==> src/rtl/prl_pkg.sv <==
package prl_pkg;

   // Defaults for the top-level parameters
   localparam int SAMPLE_WIDTH   = 16;
   localparam int COEF_FRAC_BITS = 16;

   // Kernel shape register, a in Q0.16, about 0.3 after reset
   localparam int              KERNEL_A_W     = 16;
   localparam logic [15:0]     KERNEL_A_RESET = 16'd19661;

   // Five-tap kernel, one cell per tap
   localparam int TAPS = 5;

   // Result queue depth
   localparam int FIFO_DEPTH = 8;

   // Coefficient width: holds 2^F, 4a (a < 2^16) and 2^F - 2a, all signed
   function automatic int coef_width(input int frac_bits);
      int w;
      w = frac_bits + 2;
      if (w < 19) begin
         w = 19;
      end
      return w;
   endfunction

   typedef enum logic [1:0] {
      FEED,
      FLUSH_A,
      FLUSH_B
   } feed_type;

   // Control travelling with a window of taps through the pipeline
   typedef struct packed {
      logic push;    // window yields a filtered value that enters pairing
      logic flush;   // window belongs to the trailing zero padding
      logic close;   // last window of its line, pairing restarts after it
   } tok_type;

endpackage

==> src/rtl/pyramid_reduce_line_core.sv <==
// Channel   Direction  Handshake              Payload
// req_      in         req_valid / req_ready  req_sample, req_line_end
// rsp_      out        rsp_valid / rsp_ready  rsp_level_sample, rsp_level_last
// csr_      in         csr_we (no wait)       csr_wdata (kernel_a, Q0.16)
//
// One sample beat a cycle while req_ready is high. After a line's end beat,
// req_ready stays low while FLUSH_A and FLUSH_B shift zero padding into the
// five-cell tap row. A pair's closing window has its products registered in
// the cells and summed in the pair stage before the result enters the queue.
// Reset is synchronous and needs no clearing pass. Outside the flush, req_ready
// falls only when the result queue plus the beats still in the pipeline would
// fill its eight entries; a stalled rsp_ side never loses or repeats a result.
module pyramid_reduce_line_core #(
   parameter int SAMPLE_WIDTH   = prl_pkg::SAMPLE_WIDTH,
   parameter int COEF_FRAC_BITS = prl_pkg::COEF_FRAC_BITS
) (
   input  logic                           clock,
   input  logic                           reset,
   input  logic                           req_valid,
   output logic                           req_ready,
   input  logic signed [SAMPLE_WIDTH-1:0] req_sample,
   input  logic                           req_line_end,
   output logic                           rsp_valid,
   input  logic                           rsp_ready,
   output logic signed [SAMPLE_WIDTH-1:0] rsp_level_sample,
   output logic                           rsp_level_last,
   input  logic                           csr_we,
   input  logic [prl_pkg::KERNEL_A_W-1:0] csr_wdata
);

   localparam int COEF_W = prl_pkg::coef_width(COEF_FRAC_BITS);
   localparam int PROD_W = SAMPLE_WIDTH + COEF_W;
   localparam int CNT_W  = $clog2(prl_pkg::FIFO_DEPTH + 1);
   localparam logic [1:0] LINE_FULL = 2'd2;   // two taps of this line seen
   localparam logic signed [COEF_W-1:0] COEF_ONE = COEF_W'(1) << COEF_FRAC_BITS;

   // ---- kernel register and tap weights ----
   logic [prl_pkg::KERNEL_A_W-1:0] kernel_a_ff, kernel_a_in;
   logic signed [COEF_W-1:0] coef [prl_pkg::TAPS];
   logic signed [COEF_W-1:0] coef_outer, coef_center;

   assign kernel_a_in = csr_we ? csr_wdata : kernel_a_ff;

   always_ff @(posedge clock) begin
      if (reset) begin
         kernel_a_ff <= prl_pkg::KERNEL_A_RESET;
      end else begin
         kernel_a_ff <= kernel_a_in;
      end
   end

   // outer taps (1-2a)/4, inner 1/4, centre a, all scaled by 4*2^F
   assign coef_outer  = COEF_ONE - COEF_W'({1'b0, kernel_a_ff, 1'b0});
   assign coef_center = COEF_W'({1'b0, kernel_a_ff, 2'b00});
   assign coef[0] = coef_outer;
   assign coef[1] = COEF_ONE;
   assign coef[2] = coef_center;
   assign coef[3] = COEF_ONE;
   assign coef[4] = coef_outer;

   // ---- feed control ----
   // End beat enters, then two zero taps flush the trailing padding.
   // The zeros also become the leading padding of the next line, so the
   // cell row never needs clearing: a window that counts carries at most
   // two taps from before its line, and those are the flush zeros.
   prl_pkg::feed_type feed_ff, feed_in;
   logic [1:0]        cnt_ff, cnt_in;
   prl_pkg::tok_type  tok, s0_ff, s0_in, s1_ff;
   logic              shift;
   logic              room;
   logic signed [SAMPLE_WIDTH-1:0] chain_in;
   logic [CNT_W-1:0]  fifo_count;
   logic              pair_busy;
   logic [CNT_W:0]    occupancy;

   // every beat in flight may still write one result
   assign occupancy = {1'b0, fifo_count} + (CNT_W+1)'(s0_ff.push)
                    + (CNT_W+1)'(s1_ff.push) + (CNT_W+1)'(pair_busy);
   assign room = (occupancy < (CNT_W+1)'(prl_pkg::FIFO_DEPTH));

   always_comb begin
      feed_in   = feed_ff;
      shift     = 1'b0;
      chain_in  = '0;
      req_ready = 1'b0;
      tok.push  = (cnt_ff == LINE_FULL);
      tok.flush = 1'b1;
      tok.close = 1'b0;
      case (feed_ff)
         prl_pkg::FEED: begin
            req_ready = room;
            tok.flush = 1'b0;
            chain_in  = req_sample;
            if (req_valid && room) begin
               shift = 1'b1;
               if (req_line_end) begin
                  feed_in = prl_pkg::FLUSH_A;
               end
            end
         end
         prl_pkg::FLUSH_A: begin
            if (room) begin
               shift   = 1'b1;
               feed_in = prl_pkg::FLUSH_B;
            end
         end
         prl_pkg::FLUSH_B: begin
            tok.close = 1'b1;
            if (room) begin
               shift   = 1'b1;
               feed_in = prl_pkg::FEED;
            end
         end
         default: begin
            feed_in = prl_pkg::FEED;
         end
      endcase
   end

   always_comb begin
      cnt_in = cnt_ff;
      if (shift) begin
         if (feed_ff == prl_pkg::FLUSH_B) begin
            cnt_in = '0;
         end else if (cnt_ff != LINE_FULL) begin
            cnt_in = cnt_ff + 1'b1;
         end
      end
   end

   assign s0_in = shift ? tok : '0;

   always_ff @(posedge clock) begin
      if (reset) begin
         feed_ff <= prl_pkg::FEED;
         cnt_ff  <= '0;
         s0_ff   <= '0;
         s1_ff   <= '0;
      end else begin
         feed_ff <= feed_in;
         cnt_ff  <= cnt_in;
         s0_ff   <= s0_in;    // window now in the taps
         s1_ff   <= s0_ff;    // its products now in the cells
      end
   end

   // ---- tap row: cell 0 takes the newest tap ----
   logic signed [SAMPLE_WIDTH-1:0] tap  [prl_pkg::TAPS];
   logic signed [PROD_W-1:0]       prod [prl_pkg::TAPS];

   for (genvar k = 0; k < prl_pkg::TAPS; k++) begin : g_cell
      logic signed [SAMPLE_WIDTH-1:0] tap_prev;
      if (k == 0) begin : g_head
         assign tap_prev = chain_in;
      end else begin : g_link
         assign tap_prev = tap[k-1];
      end
      prl_tap_cell #(
         .SAMPLE_WIDTH  (SAMPLE_WIDTH),
         .COEF_FRAC_BITS(COEF_FRAC_BITS)
      ) u_cell (
         .clock   (clock),
         .reset   (reset),
         .shift   (shift),
         .tap_prev(tap_prev),
         .coef    (coef[k]),
         .tap_out (tap[k]),
         .prod_out(prod[k])
      );
   end

   // ---- sum, pairing, rounding and saturation ----
   logic                           wr_en;
   logic signed [SAMPLE_WIDTH-1:0] wr_sample;
   logic                           wr_last;

   prl_pair #(
      .SAMPLE_WIDTH  (SAMPLE_WIDTH),
      .COEF_FRAC_BITS(COEF_FRAC_BITS)
   ) u_pair (
      .clock    (clock),
      .reset    (reset),
      .tok      (s1_ff),
      .prod     (prod),
      .busy     (pair_busy),
      .wr_en    (wr_en),
      .wr_sample(wr_sample),
      .wr_last  (wr_last)
   );

   // ---- result queue ----
   prl_fifo #(
      .SAMPLE_WIDTH(SAMPLE_WIDTH)
   ) u_fifo (
      .clock    (clock),
      .reset    (reset),
      .wr_en    (wr_en),
      .wr_sample(wr_sample),
      .wr_last  (wr_last),
      .rd_en    (rsp_valid & rsp_ready),
      .rd_valid (rsp_valid),
      .rd_sample(rsp_level_sample),
      .rd_last  (rsp_level_last),
      .count    (fifo_count)
   );

endmodule

==> src/rtl/prl_tap_cell.sv <==
module prl_tap_cell #(
   parameter  int SAMPLE_WIDTH   = prl_pkg::SAMPLE_WIDTH,
   parameter  int COEF_FRAC_BITS = prl_pkg::COEF_FRAC_BITS,
   localparam int COEF_W         = prl_pkg::coef_width(COEF_FRAC_BITS),
   localparam int PROD_W         = SAMPLE_WIDTH + COEF_W
) (
   input  logic                     clock,
   input  logic                     reset,
   input  logic                     shift,
   input  logic signed [SAMPLE_WIDTH-1:0] tap_prev,
   input  logic signed [COEF_W-1:0]       coef,
   output logic signed [SAMPLE_WIDTH-1:0] tap_out,
   output logic signed [PROD_W-1:0]       prod_out
);

   logic signed [SAMPLE_WIDTH-1:0] tap_ff;
   logic signed [SAMPLE_WIDTH-1:0] tap_in;
   logic signed [PROD_W-1:0]       prod_ff;
   logic signed [PROD_W-1:0]       prod_in;

   assign tap_in  = shift ? tap_prev : tap_ff;
   // weight of the window held during this cycle
   assign prod_in = tap_ff * coef;

   always_ff @(posedge clock) begin
      if (reset) begin
         tap_ff <= '0;
      end else begin
         tap_ff <= tap_in;
      end
   end

   always_ff @(posedge clock) begin
      prod_ff <= prod_in;
   end

   assign tap_out  = tap_ff;
   assign prod_out = prod_ff;

endmodule

==> src/rtl/prl_pair.sv <==
module prl_pair #(
   parameter  int SAMPLE_WIDTH   = prl_pkg::SAMPLE_WIDTH,
   parameter  int COEF_FRAC_BITS = prl_pkg::COEF_FRAC_BITS,
   localparam int COEF_W         = prl_pkg::coef_width(COEF_FRAC_BITS),
   localparam int PROD_W         = SAMPLE_WIDTH + COEF_W
) (
   input  logic                       clock,
   input  logic                       reset,
   input  prl_pkg::tok_type           tok,
   input  logic signed [PROD_W-1:0]   prod [prl_pkg::TAPS],
   output logic                       busy,
   output logic                       wr_en,
   output logic signed [SAMPLE_WIDTH-1:0] wr_sample,
   output logic                       wr_last
);

   localparam int SUM_W = PROD_W + 3;
   localparam int ACC_W = SUM_W + 1;
   localparam logic signed [ACC_W-1:0] ROUND = ACC_W'(1) << (COEF_FRAC_BITS + 2);
   localparam logic signed [ACC_W-1:0] SAT_HI =
      {{(ACC_W-SAMPLE_WIDTH+1){1'b0}}, {(SAMPLE_WIDTH-1){1'b1}}};
   localparam logic signed [ACC_W-1:0] SAT_LO =
      {{(ACC_W-SAMPLE_WIDTH+1){1'b1}}, {(SAMPLE_WIDTH-1){1'b0}}};

   logic signed [SUM_W-1:0] sum_ff;
   logic signed [SUM_W-1:0] sum_in;
   logic signed [SUM_W-1:0] held_ff;
   logic signed [SUM_W-1:0] held_in;
   prl_pkg::tok_type        tok_ff;
   logic                    phase_ff;
   logic                    phase_in;
   logic signed [ACC_W-1:0] acc;
   logic signed [ACC_W-1:0] avg;
   logic signed [ACC_W-1:0] sat;

   always_comb begin
      sum_in = '0;
      for (int k = 0; k < prl_pkg::TAPS; k++) begin
         sum_in = sum_in + SUM_W'(prod[k]);
      end
   end

   // pair average, floor after adding half
   assign acc = ACC_W'(held_ff) + ACC_W'(sum_ff) + ROUND;
   assign avg = acc >>> (COEF_FRAC_BITS + 3);

   always_comb begin
      sat = avg;
      if (avg > SAT_HI) begin
         sat = SAT_HI;
      end else if (avg < SAT_LO) begin
         sat = SAT_LO;
      end
   end

   // an unpartnered value at the end of an odd line is dropped
   assign phase_in = tok_ff.close ? 1'b0 : (tok_ff.push ? ~phase_ff : phase_ff);
   assign held_in  = (tok_ff.push && !phase_ff) ? sum_ff : held_ff;

   always_ff @(posedge clock) begin
      if (reset) begin
         tok_ff   <= '0;
         phase_ff <= 1'b0;
      end else begin
         tok_ff   <= tok;
         phase_ff <= phase_in;
      end
   end

   always_ff @(posedge clock) begin
      sum_ff  <= sum_in;
      held_ff <= held_in;
   end

   assign busy      = tok_ff.push;
   assign wr_en     = tok_ff.push & phase_ff;
   assign wr_sample = sat[SAMPLE_WIDTH-1:0];
   // a pair closed by the padding is always the line's final result
   assign wr_last   = tok_ff.flush;

endmodule

==> src/rtl/prl_fifo.sv <==
module prl_fifo #(
   parameter  int SAMPLE_WIDTH = prl_pkg::SAMPLE_WIDTH,
   localparam int CNT_W        = $clog2(prl_pkg::FIFO_DEPTH + 1)
) (
   input  logic                           clock,
   input  logic                           reset,
   input  logic                           wr_en,
   input  logic signed [SAMPLE_WIDTH-1:0] wr_sample,
   input  logic                           wr_last,
   input  logic                           rd_en,
   output logic                           rd_valid,
   output logic signed [SAMPLE_WIDTH-1:0] rd_sample,
   output logic                           rd_last,
   output logic [CNT_W-1:0]               count
);

   localparam int DEPTH = prl_pkg::FIFO_DEPTH;
   localparam int PTR_W = $clog2(DEPTH);
   localparam logic [PTR_W-1:0] PTR_LAST = PTR_W'(DEPTH - 1);

   logic signed [SAMPLE_WIDTH-1:0] sample_ff [DEPTH];
   logic                           last_ff   [DEPTH];
   logic [PTR_W-1:0] wr_ptr_ff, wr_ptr_in;
   logic [PTR_W-1:0] rd_ptr_ff, rd_ptr_in;
   logic [CNT_W-1:0] count_ff,  count_in;

   always_comb begin
      wr_ptr_in = wr_ptr_ff;
      rd_ptr_in = rd_ptr_ff;
      if (wr_en) begin
         wr_ptr_in = (wr_ptr_ff == PTR_LAST) ? '0 : wr_ptr_ff + 1'b1;
      end
      if (rd_en) begin
         rd_ptr_in = (rd_ptr_ff == PTR_LAST) ? '0 : rd_ptr_ff + 1'b1;
      end
      count_in = count_ff + CNT_W'(wr_en) - CNT_W'(rd_en);
   end

   always_ff @(posedge clock) begin
      if (reset) begin
         wr_ptr_ff <= '0;
         rd_ptr_ff <= '0;
         count_ff  <= '0;
      end else begin
         wr_ptr_ff <= wr_ptr_in;
         rd_ptr_ff <= rd_ptr_in;
         count_ff  <= count_in;
      end
   end

   always_ff @(posedge clock) begin
      if (wr_en) begin
         sample_ff[wr_ptr_ff] <= wr_sample;
         last_ff[wr_ptr_ff]   <= wr_last;
      end
   end

   assign rd_valid  = (count_ff != '0);
   assign rd_sample = sample_ff[rd_ptr_ff];
   assign rd_last   = last_ff[rd_ptr_ff];
   assign count     = count_ff;

endmodule

==> config.mk <==
export PLATFORM = sky130hd
export DESIGN_NAME = pyramid_reduce_line_core
export DESIGN_NICKNAME = d
export VERILOG_FILES = /design/src/rtl/prl_pkg.sv /design/src/rtl/pyramid_reduce_line_core.sv /design/src/rtl/prl_tap_cell.sv /design/src/rtl/prl_pair.sv /design/src/rtl/prl_fifo.sv
export SDC_FILE = /design/constraint.sdc
export NUM_CORES = 2
export LEC_CHECK = 0
export BUFFER_PORTS_ARGS = -buffer_cell sky130_fd_sc_hd__buf_2
export CAP_MARGIN = 30
export CORE_MARGIN = 2
export CORE_UTILIZATION = 45
export DETAILED_ROUTE_END_ITERATION = 7
export PLACE_DENSITY = 0.69
export RECOVER_POWER = 25
export SLEW_MARGIN = 25
export SYNTH_ARGS = -nofsm -noshare
export SYNTH_HDL_FRONTEND = slang
export SYNTH_SLANG_ARGS = --single-unit
==> constraint.sdc <==
create_clock -name clock -period 7.3 [get_ports clock]
set_clock_uncertainty 0.2 [all_clocks]
set_input_delay 1.46 -clock clock [delete_from_list [all_inputs] [get_ports clock]]
set_output_delay 1.46 -clock clock [all_outputs]
set_load 0.01 [all_outputs]
-- Yosys cells after proc, flatten, opt, wreduce, memory -nomap -nowiden
Memories as Yosys holds them, arrays and structs flattened. A register that Yosys moved wholly into a read port is not among the register bits.
Cells that the tools add are included.
- memories kept: 2
- logic and storage cells: 100
- memory bits (writable): 136
- output and inout port bits: 19
- register bits: 329
- input port bits: 38
- add/sub/neg operators: 15
- mux-type cells: 24
- multiply operators: 3
- equality and inequality tests: 10
- order comparisons: 3
- reductions and logical operators: 11
- bitwise logic cells: 4
- memory list (name ; depth ; width ; read ports ; clocked after Yosys merged registers in ; write ports ; line ; text):
    u_fifo.sample_ff ; 8 ; 16 ; 1 ; 1 ; 1 ; prl_fifo.sv:21 ; logic signed [SAMPLE_WIDTH-1:0] sample_ff [DEPTH];
    u_fifo.last_ff ; 8 ; 1 ; 1 ; 1 ; 1 ; prl_fifo.sv:22 ; logic last_ff [DEPTH];
- operator list (operator ; number):
    multiplier 16 x 18 -> 34 bit ; 2
    two-way mux 16 bit ; 3
    adder 38 x 38 -> 39 bit ; 1
    adder 39 x 20 -> 39 bit, second input constant ; 1
    adder 38 x 32 -> 38 bit ; 1
    adder 38 x 34 -> 38 bit ; 1
    adder 35 x 35 -> 36 bit ; 1
    adder 34 x 32 -> 35 bit ; 1
    multiplier 16 x 17 -> 33 bit ; 1
    > comparator 20 x 16 -> 1 bit, second input constant ; 1
    < comparator 20 x 16 -> 1 bit, second input constant ; 1
    two-way mux 3 bit ; 6
    subtractor 17 x 17 -> 18 bit, first input constant ; 1
    two-way mux 2 bit ; 6
    adder 5 x 1 -> 5 bit ; 2
    != test 2 bit, second input constant ; 5
    two-way mux 1 bit ; 7
    adder 3 x 1 -> 3 bit, second input constant ; 2
    equality test 3 bit, second input constant ; 2
    one-hot mux 2 bit (3 select lines) ; 1
    OR reduction 2 bit ; 3
    adder 4 x 1 -> 5 bit ; 1
    < comparator 5 x 4 -> 1 bit, second input constant ; 1
    adder 4 x 1 -> 4 bit ; 1
    other kinds (14) ; 18

-- Depth between registers and ports, before layout
- word-level depth: 9
- gate-level depth with buffers: 33
- mapped depth without buffers: 30

-- Hierarchy
A second synthesis with hierarchy kept.
- cells, all modules: 8284
- area, all modules: 80272.0 um^2
- by module, submodules not included (module ; cells an instance ; times used ; area each (um^2)):
    prl_tap_cell (g_cell[0].u_cell) ; 1389 ; 1 ; 12777.3
    prl_tap_cell (g_cell[2].u_cell) ; 1346 ; 1 ; 12680.9
    prl_tap_cell (g_cell[4].u_cell) ; 1355 ; 1 ; 12674.7
    prl_tap_cell (g_cell[1].u_cell) ; 1354 ; 1 ; 12664.6
    prl_tap_cell (g_cell[3].u_cell) ; 1352 ; 1 ; 12594.6
    prl_pair ; 1057 ; 1 ; 9590.4
    prl_fifo ; 268 ; 1 ; 5841.9
    pyramid_reduce_line_core ; 163 ; 1 ; 1447.6

-- Worst setup path before layout
OpenSTA, ideal clock, no wires.
- path type: reg2reg
- start: register kernel_a_ff[5] in the netlist's numbering
- end: register g_cell[0].u_cell.prod_ff[30]
- required time: 6.977 ns
- path buffers: 2
- path slack: -0.514 ns
- period minus slack after synthesis: 7.814 ns
- setup time: 0.123 ns
- cell stages (with the launch flop): 30
- data arrival time: 7.491 ns
- path through: dfxtp_1 > clkbuf_1 > or4_1 > nor4_1 > nand2_1 > or4_1 > xnor2_1 > clkbuf_1 > nand2_1 > fa_1 > fa_1 > fa_1 > inv_1 > fa_1 > fa_1 > inv_1 > fa_1 > inv_1 > ha_1 > a21o_1 > a21o_1 > a21o_1 > a221oi_1 > o21ai_1 > o2bb2ai_1 > o211ai_1 > nor2b_1 > o21ai_0 > nand2b_1 > xor2_1
- longest elaborated chain between the ends: 2
- ends and longest elaborated chain (element ; line ; text):
    start: declaration ; pyramid_reduce_line_core.sv:38 ; logic [prl_pkg::KERNEL_A_W-1:0] kernel_a_ff, kernel_a_in;
    start signal: assignment ; pyramid_reduce_line_core.sv:46 ; kernel_a_ff <= prl_pkg::KERNEL_A_RESET;
    start signal: assignment ; pyramid_reduce_line_core.sv:48 ; kernel_a_ff <= kernel_a_in;
    subtractor 17 x 17 -> 18 bit ; pyramid_reduce_line_core.sv:53 ; assign coef_outer = COEF_ONE - COEF_W'({1'b0, kernel_a_ff, 1'b0});
    multiplier 16 x 18 -> 34 bit ; prl_tap_cell.sv:23 ; assign prod_in = tap_ff * coef;
    via g_cell[0].u_cell.prod_in[30] ; prl_tap_cell.sv:19 ; logic signed [PROD_W-1:0] prod_in;
    end signal: assignment ; prl_tap_cell.sv:34 ; prod_ff <= prod_in;
    end: declaration ; prl_tap_cell.sv:18 ; logic signed [PROD_W-1:0] prod_ff;
The timed path passes the listed nets, and every way through them passes these cells.
A chain may end at the register's enable or synchronous reset.

-- Final worst setup path
Ends and elaborated chain as after synthesis.

==> metrics.txt <==
final hold violation count 0; Rel. slew slack -39.9%; VDD IR max 0.454 mV; Area growth syn-to-layout 13.8%; site row count 122; chip height 338 µm; gpl congestion 0.923; total power divided by cell area 287 mW/mm²; placed cells 6,743; max cap viols 2; Bufs on Longest Clock Path 3; worst setup margin -0.405 ns; Nets 6,654; ratio of cells with drive above 1 in the final layout 13.4%; Placeable Area 0.111 mm²; unrepaired setup endpoints after global routing true; worst skew pair latency 0.65 ns; largest net degree at the start of global routing 76; leakage 27.7 nW; cell taking the most area after synthesis fa_1; initial antenna violation count 0; Commonest cells post-synth 1,054 x inv_1, 791 x fa_1, 613 x nand2_1; outcome finished with violations; Placement Setup Slack -0.470 ns; average size of a mapped cell 9.81 µm²; first-pass GRT wire length 201 mm; vias in the first global route 37.6k; Critical Path Sink Type flop; drt wl/cell 18.1 µm; Max Clk Rate 130 MHz; failing checks capacitance limit, slew limit, setup timing; Iter 0 DRT Violations 2,013; most frequent cell after synthesis inv_1; Syn Inst Count 5,134; Starting Density 45.4%; number of flops mapped to enable cells by yosys 173; Required @ worst endpoint 7.62 ns; Worst-path clk slew 0.06 ns; Synth top area share 31.5%; clk sinks 464; max-slew violations 74; Root Driver clkbuf_16; Yosys warnings 0; Yosys cell types 82; Tcrit/Tclk final 106%; startpoint type of the worst setup path flop; Syn Std Cell Area 0.0503 mm²; Die ar. 0.115 mm²; DRC viols 0; CTS tree yes; H-tree depth 2; Final ANT Viol Nets 0; fin cells 6,885; Die Width 338 µm; Syn Nets 6,435; Worst Hold Class reg -> reg; transition time of the tightest slew-check pin 2.10 ns; dominant synthesized flop cell dfxtp_1; via/cell ratio 5.15; GRT met3 Usage 2.93%; GRT Util Overall 22.1%; I/O Buffers 56; busiest grt layer met2; Synth Register Bits 464; CP arrival 8.03 ns; post-synthesis sequential area ratio 21.9%; Finish-stage setup viols 20; Max FO, Critical Path 7; final core area utilization 51.7%; Top Ports 57; largest cells by area after synthesis fa_1 31%, ha_1 12%, dfxtp_1 12%; post-route minimum period 7.70 ns; vias 35.4k; TritonCTS buffer count 50; GRT overflow 0; met1 usage 28.9%; critical setup path kind reg -> reg; slowest stage delay, CP 0.56 ns; post-DP HPWL 98.1 mm; Async SR Flop Fraction 0%; TritonRoute pass-1 iters 5; total wire length 124 mm; M2 GR Usage 36.8%; CP most frequent cell fa_1; Crit-path slowest cell or4_4
## stage by stage
step	power, mW	hold slack (ns)	cell area [µm²]	TNS, ns
floorplan	9.99	0.151	50600	-0.140
global placement	12.7	0.158	54100	-3.54
detailed placement	12.9	0.162	54200	-5.23
CTS	16.0	0.153	56800	-2.85
global route	17.8	0.163	57300	-8.63
finish	16.4	0.157	57300	-3.53
## power by group
part	switching, mW	internal (mW)	total [mW]
registers	0.332	3.42	3.75
clock network	1.14	1.62	2.76
logic	5.62	4.29	9.91
total	7.09	9.33	16.4
## worst max-delay path, delay by kind of cell, from the launching register on
kind                       cells  cell delay [ns]
xor gates and xnor gates       2             0.40
DFF                            1             0.32
and+or+nand+nor                5             1.22
buffers and inverters          6             0.59
adders and majority gates      7             3.33
AOI/OAI and AO/OA              8             1.51
## worst paths after layout
kind | start | to | slack, ns | cells past startpoint
max reg2reg | kernel_a_ff[5] | g_cell[0].u_cell.prod_out[30] | -0.40 | 28
min | g_cell[3].u_cell.tap_out[3] | g_cell[3].u_cell.prod_out[19] | 0.16 | 0
min reg2reg | g_cell[3].u_cell.tap_out[3] | g_cell[3].u_cell.prod_out[19] | 0.16 | 0
max | kernel_a_ff[5] | g_cell[0].u_cell.prod_out[30] | -0.40 | 28
## routing by layer
metal	vias up	share of wire, %
met5	-	0
met4	0	4.9
met2	987	47
met1	17900	42
met3	235	5.9
li1	16400	-
## placed cells by master (no fill, tap or decap), types with 12 or more instances in the layout
cell       synthesis  routed
xnor2_1          143     126
mux2_2            17      17
xor2_1            51      47
nor2b_1           30      27
nand3_1           29      26
o21a_1            19      19
nor3_1            35      25
edfxtp_1         173     173
fa_2               0      16
clkbuf_16          0      51
a21oi_2            4      25
inv_2              0      28
inv_1           1054    1025
nand4_1           13      13
a31oi_1           13      12
and2_4             0      15
dfxtp_1          291     282
mux2i_1           17      17
o21ai_0           56      42
buf_2              1      56
ha_4               0      22
buf_12             0      13
mux4_2            34      34
a21oi_1          206     184
o21bai_1          29      28
ha_1             472     448
nand2_1          613     601
a21o_1           105     105
buf_6              0      28
and2_1           353     337
fa_1             791     775
xnor2_2            0      12
buf_4              3     259
a22oi_1           17      17
o21ai_1           15      22
nor2_1           161     155
nand2b_1          43      43
## registers in the layout (all words and copies together), names as in the netlist, named ones only
register and cells:
g_cell.u_cell.prod_out 131, u_fifo.sample_ff 128, kernel_a_ff 16, u_fifo.count 4
u_fifo.last_ff 8, u_pair.wr_last 1, s1_ff 3, u_fifo.rd_ptr_ff 3
s0_ff 3, g_cell.u_cell.tap_out 80, u_pair.busy 1, u_pair.held_ff 37
u_fifo.wr_ptr_ff 3, u_pair.phase_ff 1, u_pair.tok_ff 1, u_pair.sum_ff 37
feed_ff 2, cnt_ff 2
## cells by family (layout without fill, tap and decap cells)
kind of cell / count (synthesis) / in the layout / synth area share, %
compound gates: 554 / 554 / 7.24
xor+xnor: 194 / 195 / 3.38
fa+ha+maj: 1263 / 1263 / 43.2
buf+inv: 1255 / 1515 / 9.38
flops: 464 / 464 / 21.9
mux: 68 / 68 / 2.24
other cells: 0 / 2 / 0
simple gates: 1336 / 1336 / 12.7
## repair_timing
action / in CTS / in global routing
cloned: 3 / 1
pin swaps: 129 / 82
setup endpoints to repair: 22 / 35
gates resized for setup: 121 / 102
hold buffers: 0 / 0
setup buffers: 31 / 13
## layout make-up
| cell class | count | area (µm²) |
|---|---|---|
| fillers | 9970 | 53500 |
| multi-input cells | 3416 | 35700 |
| flip-flops and latches | 464 | 11000 |
| inverters | 1055 | 3960 |
| repair buffers | 366 | 2920 |
| well taps | 1488 | 1860 |
| clock buffers | 60 | 1340 |
| clock inverters | 34 | 489 |
| diodes | 2 | 5.00 |
(Power assumes the default switching activity.)
